<file path="src/design/usv_pkg.sv">
// Package for the UTF-8 stream validator: word types and byte constants.
// Used by utf8_stream_validator; depends on nothing else.
`timescale 1ns / 1ps
`default_nettype none

package usv_pkg;

	typedef struct packed {
		logic [7:0] byte_in;
		logic       end_of_stream;
	} byte_word_t;

	typedef struct packed {
		logic still_valid;
		logic end_of_stream_res;
	} verdict_word_t;

	localparam int unsigned REM_W = 3;
	localparam int unsigned ACC_W = 31;

	localparam logic [REM_W-1:0] MAX_REMAINING = 3'd5;

	localparam logic [7:0] LEAD_E0 = 8'hE0;
	localparam logic [7:0] LEAD_F0 = 8'hF0;
	localparam logic [7:0] LEAD_F8 = 8'hF8;
	localparam logic [7:0] LEAD_FC = 8'hFC;

	localparam logic [7:0] CONT_MIN_E0 = 8'hA0;
	localparam logic [7:0] CONT_MIN_F0 = 8'h90;
	localparam logic [7:0] CONT_MIN_F8 = 8'h88;
	localparam logic [7:0] CONT_MIN_FC = 8'h84;

	localparam logic [ACC_W-1:0] SURROGATE_MASK = 31'h7FFF_F800;
	localparam logic [ACC_W-1:0] SURROGATE_BASE = 31'h0000_D800;
	localparam logic [ACC_W-1:0] CODE_MAX       = 31'h0010_FFFF;

endpackage

`default_nettype wire

</file>
<file path="src/design/utf8_stream_validator.sv">
// UTF-8 stream validator: input register, per-byte check logic, result register.
// Depends on usv_pkg for the word types and constants.
// A byte word is held in the input register, and its verdict word is then written to the result register.
// Throughput: one byte word per cycle while the verdict output is not stalled, set by the state update loop.
// Reset clears the sequence state, the sticky flags and both valid flags at once.
`timescale 1ns / 1ps
`default_nettype none

module utf8_stream_validator (
	input  wire                   clk,
	input  wire                   arst_n,
	input  wire                   byte_valid,
	output logic                  byte_stall,
	input  wire usv_pkg::byte_word_t byte_word,
	output logic                  verdict_valid,
	input  wire                   verdict_stall,
	output usv_pkg::verdict_word_t verdict_word
);

	logic                       valid_s1;
	usv_pkg::byte_word_t        word_s1;
	logic                       fire_s1;

	logic [usv_pkg::REM_W-1:0]  rem_q;
	logic [7:0]                 lead_q;
	logic [usv_pkg::ACC_W-1:0]  acc_q;
	logic                       failed_q;
	logic                       halted_q;

	logic [usv_pkg::REM_W-1:0]  rem_n;
	logic [7:0]                 lead_n;
	logic [usv_pkg::ACC_W-1:0]  acc_n;
	logic                       failed_n;
	logic                       halted_n;

	logic [7:0]                 c;
	logic                       lead_ok;
	logic [usv_pkg::REM_W-1:0]  lead_cnt;
	logic [usv_pkg::ACC_W-1:0]  lead_bits;
	logic                       cont_ok;
	logic [usv_pkg::ACC_W-1:0]  acc_shift;
	logic [usv_pkg::REM_W-1:0]  rem_dec;
	logic                       overlong;
	logic                       code_bad;

	assign fire_s1    = valid_s1 && !(verdict_valid && verdict_stall);
	assign byte_stall = valid_s1 && verdict_valid && verdict_stall;
	assign c          = word_s1.byte_in;

	always_comb begin
		lead_ok   = 1'b1;
		lead_cnt  = '0;
		lead_bits = '0;
		unique casez (c)
			8'b0???????: begin
				lead_cnt = 3'd0;
			end
			8'b110?????: begin
				lead_cnt  = 3'd1;
				lead_bits = {{(usv_pkg::ACC_W-5){1'b0}}, c[4:0]};
			end
			8'b1110????: begin
				lead_cnt  = 3'd2;
				lead_bits = {{(usv_pkg::ACC_W-4){1'b0}}, c[3:0]};
			end
			8'b11110???: begin
				lead_cnt  = 3'd3;
				lead_bits = {{(usv_pkg::ACC_W-3){1'b0}}, c[2:0]};
			end
			8'b111110??: begin
				lead_cnt  = 3'd4;
				lead_bits = {{(usv_pkg::ACC_W-2){1'b0}}, c[1:0]};
			end
			8'b1111110?: begin
				lead_cnt  = 3'd5;
				lead_bits = {{(usv_pkg::ACC_W-1){1'b0}}, c[0]};
			end
			default: begin
				lead_ok = 1'b0;
			end
		endcase
		if (lead_cnt == 3'd1 && c[4:1] == 4'd0) begin
			lead_ok = 1'b0;
		end
	end

	always_comb begin
		overlong = ((lead_q == usv_pkg::LEAD_E0) && (rem_q == 3'd2) && (c < usv_pkg::CONT_MIN_E0))
			|| ((lead_q == usv_pkg::LEAD_F0) && (rem_q == 3'd3) && (c < usv_pkg::CONT_MIN_F0))
			|| ((lead_q == usv_pkg::LEAD_F8) && (rem_q == 3'd4) && (c < usv_pkg::CONT_MIN_F8))
			|| ((lead_q == usv_pkg::LEAD_FC) && (rem_q == 3'd5) && (c < usv_pkg::CONT_MIN_FC));
		acc_shift = {acc_q[usv_pkg::ACC_W-7:0], c[5:0]};
		rem_dec   = rem_q - 3'd1;
		code_bad  = (acc_shift == '0)
			|| ((acc_shift & usv_pkg::SURROGATE_MASK) == usv_pkg::SURROGATE_BASE)
			|| (acc_shift > usv_pkg::CODE_MAX);
		cont_ok   = !overlong && (c[7:6] == 2'b10) && !((rem_dec == '0) && code_bad);
	end

	always_comb begin
		rem_n    = rem_q;
		lead_n   = lead_q;
		acc_n    = acc_q;
		failed_n = failed_q;
		halted_n = halted_q;
		if (!failed_q && !halted_q) begin
			priority if (c == 8'd0) begin
				halted_n = 1'b1;
			end else if (rem_q == '0 || rem_q > usv_pkg::MAX_REMAINING) begin
				if (lead_ok) begin
					rem_n  = lead_cnt;
					lead_n = c;
					acc_n  = lead_bits;
				end else begin
					failed_n = 1'b1;
				end
			end else begin
				if (cont_ok) begin
					rem_n = rem_dec;
					acc_n = acc_shift;
				end else begin
					failed_n = 1'b1;
				end
			end
		end
	end

	always_ff @(posedge clk or negedge arst_n) begin
		if (!arst_n) begin
			valid_s1 <= 1'b0;
		end else if (!byte_stall) begin
			valid_s1 <= byte_valid;
		end
	end

	always_ff @(posedge clk) begin
		if (!byte_stall && byte_valid) begin
			word_s1 <= byte_word;
		end
	end

	always_ff @(posedge clk or negedge arst_n) begin
		if (!arst_n) begin
			rem_q    <= '0;
			lead_q   <= '0;
			acc_q    <= '0;
			failed_q <= 1'b0;
			halted_q <= 1'b0;
		end else if (fire_s1) begin
			if (word_s1.end_of_stream) begin
				rem_q    <= '0;
				lead_q   <= '0;
				acc_q    <= '0;
				failed_q <= 1'b0;
				halted_q <= 1'b0;
			end else begin
				rem_q    <= rem_n;
				lead_q   <= lead_n;
				acc_q    <= acc_n;
				failed_q <= failed_n;
				halted_q <= halted_n;
			end
		end
	end

	always_ff @(posedge clk or negedge arst_n) begin
		if (!arst_n) begin
			verdict_valid <= 1'b0;
		end else if (!(verdict_valid && verdict_stall)) begin
			verdict_valid <= valid_s1;
		end
	end

	always_ff @(posedge clk) begin
		if (fire_s1) begin
			verdict_word.still_valid       <= !failed_n;
			verdict_word.end_of_stream_res <= word_s1.end_of_stream;
		end
	end

`ifndef NO_ASSERTIONS
	a_rem_range: assert property (@(posedge clk) disable iff (!arst_n)
		rem_q <= usv_pkg::MAX_REMAINING)
		else $error("continuation count out of range");

	a_clear_on_last: assert property (@(posedge clk) disable iff (!arst_n)
		fire_s1 && word_s1.end_of_stream |=> rem_q == '0 && !failed_q && !halted_q)
		else $error("state not cleared after final word");

	a_fail_sticky: assert property (@(posedge clk) disable iff (!arst_n)
		fire_s1 && failed_q && !word_s1.end_of_stream |=> failed_q)
		else $error("failure flag dropped inside a stream");

	a_fail_verdict: assert property (@(posedge clk) disable iff (!arst_n)
		fire_s1 && failed_q |=> verdict_valid && !verdict_word.still_valid)
		else $error("failed stream reported as valid");

	a_stall_only_full: assert property (@(posedge clk) disable iff (!arst_n)
		byte_stall |-> valid_s1 && verdict_valid)
		else $error("input stalled with free room");
`endif

endmodule

`default_nettype wire

</file>
<file path="config.mk">
export PLATFORM = sky130hd
export DESIGN_NAME = utf8_stream_validator
export DESIGN_NICKNAME = d
export VERILOG_FILES = /design/src/design/usv_pkg.sv /design/src/design/utf8_stream_validator.sv
export SDC_FILE = /design/constraint.sdc
export NUM_CORES = 1
export LEC_CHECK = 0
export BUFFER_PORTS_ARGS = -buffer_cell sky130_fd_sc_hd__buf_2
export CORE_MARGIN = 2
export CORE_UTILIZATION = 65
export CTS_BUF_LIST = sky130_fd_sc_hd__clkbuf_4
export DETAILED_ROUTE_END_ITERATION = 8
export GPL_TIMING_DRIVEN = 0
export PLACE_DENSITY = 0.82
export SYNTH_ARGS = -nofsm -noshare
export SYNTH_HDL_FRONTEND = slang
export SYNTH_SLANG_ARGS = --single-unit
</file>
<file path="constraint.sdc">
create_clock -name clk -period 6.05 [get_ports clk]
set_clock_uncertainty 0.15 [all_clocks]
set_input_delay 1.21 -clock clk [delete_from_list [all_inputs] [get_ports clk]]
set_output_delay 1.21 -clock clk [all_outputs]
set_load 0.05 [all_outputs]
</file>
==> results.md <==
* Synthesis-stage register bit count at 51
* Vias in the first global route at 1771
* Clk slew on worst S/H paths at 140 ps
* Routed WL per cell at 17.8 um
* CP max FO at 3
* Overall Global Routing Usage at 0.254
* Clk network pwr share at 0.200
* Hold Vio Cnt, Final at 0
* CTS tree: built
* IO Pins at 17
* Slew HR at 0.414
* DP Wirelength at 3730 um
* Async SR Flop Fraction at 0.784
* CP max-delay cell: buf_2
* Input/output buffers at 16
* CTS H-tree depth at 2
* Sw power at 0.342 mW
* Area delta synth->final at 8.87%
* Worst r2r src: rem_q[1]
* Final-report max-slew violation count at 0
* Worst ir drop on vdd at 0.242 mV
* Placed inst area at 0.00264 mm2
* RSZ-0062 raised after global routing: false
* Critical hold path startpoint: word_s1[0]
* Fin Hold WS at 338 ps
* Switching Share at 0.353
* Commonest cells post-synth: dfrtp_1 (40), a22o_2 (20), nor2_1 (15)
* Area leader, netlist: dfrtp_1
* Number of flops mapped to enable cells by yosys at 11
* Warnings, synthesis at 0
* Total setup buffers inserted after CTS at 0
* Minimum clock period at 3090 ps
* Post-synthesis sequential area ratio at 0.533
* Pin count of the biggest net entering global routing at 41
* 1st-pass router iterations at 4
* Routed WL at 5110 um
* Total grt overflow at 0
* Clock buffer depth at 2
* Final Cell Area at 0.00272 mm2
* Fmax at 324 MHz
* Fin util at 0.737
* Setup Viol. Count Final at 0
* # hold bufs at CTS at 0
* CTS sink count at 51
* Worst Tran Pin Value at 879 ps
* Post-synth top area share at 0.401
* Top-count cell post-synth: dfrtp_1
* Via count at 1818
* Die area at 0.00435 mm2
* Final period util at 0.510
* Leak at 1.21 nW
* DRC Markers at 0
* Most common cell on crit path: buf_2
* Horiz. Die Dim at 66.0 um
* Row cnt at 22
* Die height at 66.0 um
* Total chip power at 0.970 mW
* Crit path launch: verdict_stall
* Worst EP required at 4690 ps
* Initial antenna violation count at 0
* Post-DRT Antenna Nets at 0
* Synth area leaders: dfrtp_1 (40%), edfxtp_1 (13%), a22o_2 (8.0%), mux2_2 (3.6%), ha_1 (2.5%)
* Mapped Area at 0.00250 mm2
* WS Path Type: input port to primary output
* Core area at 0.00369 mm2
* Ant diodes at 0
* Tightest Hold Check Type: flip-flop to flip-flop
* CP peak stage delay at 250 ps
* Cts bufs inserted at 5
* Vias per Instance at 6.33
* Post-CTS Resized at 0
* Internal at 0.628 mW
* Comb pwr share at 0.324
* Iteration-0 DRC Markers at 179
* Share of post-route cells with drive strength above 1 at 0.285
* Setup TNS at 0 ps
* Initial Util at 0.677
* Outcome: completed
* Syn_nets at 233
* Nets@finish at 256
* Library cells used by synthesis at 50
* Pwr dens at 357 mW/mm2
* Dominant synthesized flop cell: dfrtp_1
* First-pass GRT wire length at 8320 um
* Max Cap Viol at 0
* Critical path arrival at 1730 ps
* Clock Latency Late Sink at 360 ps
* CP Launch Type: input port
* Final GP Congestion at 0.924
* CP endpoint kind: primary output
* Seq pwr share at 0.476
* Clock Tree Root: clkbuf_4
* Crit path cell chain: buf_2, nand3_1, inv_1, buf_2
* Post-Syn Instances at 215
* Mean post-synth cell area at 11.6 um2
power by group through the flow:
stage / clock, mW / combinational, mW / sequential [mW]
final: 0.194 / 0.314 / 0.462
after global routing: 0.208 / 0.347 / 0.468
after CTS: 0.197 / 0.315 / 0.461
after detailed placement: 0 / 0.312 / 0.468
after global placement: 0 / 0.300 / 0.460
after floorplan: 0 / 0.237 / 0.461
placed cells by master, fill, tap and decap left out, types with 3 or more instances in the layout:
cell and count:
dfrtp_1 40, a22o_2 20, buf_2 17, nor2_1 15, nand2_1 14, o21ai_0 12
edfxtp_1 11, nand2b_1 10, a21oi_1 10, mux2_2 8, inv_1 6, nor4_1 5
ha_1 5, clkbuf_4 5, nand3_1 4, nor3_1 4, buf_4 3, a31oi_1 3
o31ai_1 3, clkbuf_1 3
registers in the layout, indices dropped and copies added (netlist names):
| register | cells |
|---|---|
| c | 8 |
| failed_q | 1 |
| valid_s1 | 1 |
| word_s1 | 1 |
| halted_q | 1 |
| rem_q | 3 |
| lead_q | 8 |
| acc_q | 25 |
| verdict_word | 2 |
| verdict_valid | 1 |
final timing paths:
| check | cells past startpoint | to | slack [ps] |
|---|---|---|---|
| max in group asynchronous | 1 | acc_q[1] | 4410 |
| min in group asynchronous | 1 | lead_q[0] | 800 |
| worst min register to register | 0 | verdict_word[0] | 340 |
| worst min-delay path | 0 | verdict_word[0] | 340 |
| worst max register to register | 9 | acc_q[14] | 3210 |
| worst max-delay path | 4 | byte_stall | 2960 |
final cells by class:
type / count / area [um2]
plain buffers: 10 / 66.3
clock buffers: 5 / 37.5
clock inverters: 3 / 43.8
fillers: 275 / 970
inverters: 6 / 22.5
multi-input cells: 148 / 1080
flip-flops and latches: 51 / 1330
well taps: 48 / 60.1
repair buffers: 16 / 80.1
worst max-delay path, delay by kind of cell:
family	cells	cell delay [ps]
buffers and inverters	3	410
AND/OR/NAND/NOR	1	100
through the flow:
step,worst slack (ps),instances
after global placement,2950,279
final,2960,287
after global routing,2910,287
after floorplan,3040,215
after CTS,2960,287
after detailed placement,2890,279
cells by family after synthesis:
family	Yosys count	synth area share
AO/OA/AOI/OAI	67	0.217
adder cells (fa/ha/maj)	5	0.0251
buffers and inverters	16	0.0356
flip-flops	51	0.533
multiplexers	9	0.0401
AND/OR/NAND/NOR	67	0.149
layer usage:
metal | global-route usage | vias to the layer above | wire length (um)
met2 | 0.404 | 52 | 2570
met4 | 0.0536 | 0 | 26
met5 | 0 | - | 0
met1 | 0.366 | 914 | 2290
met3 | 0.0511 | 4 | 223
li1 | - | 848 | -
(Power assumes the default switching activity.)
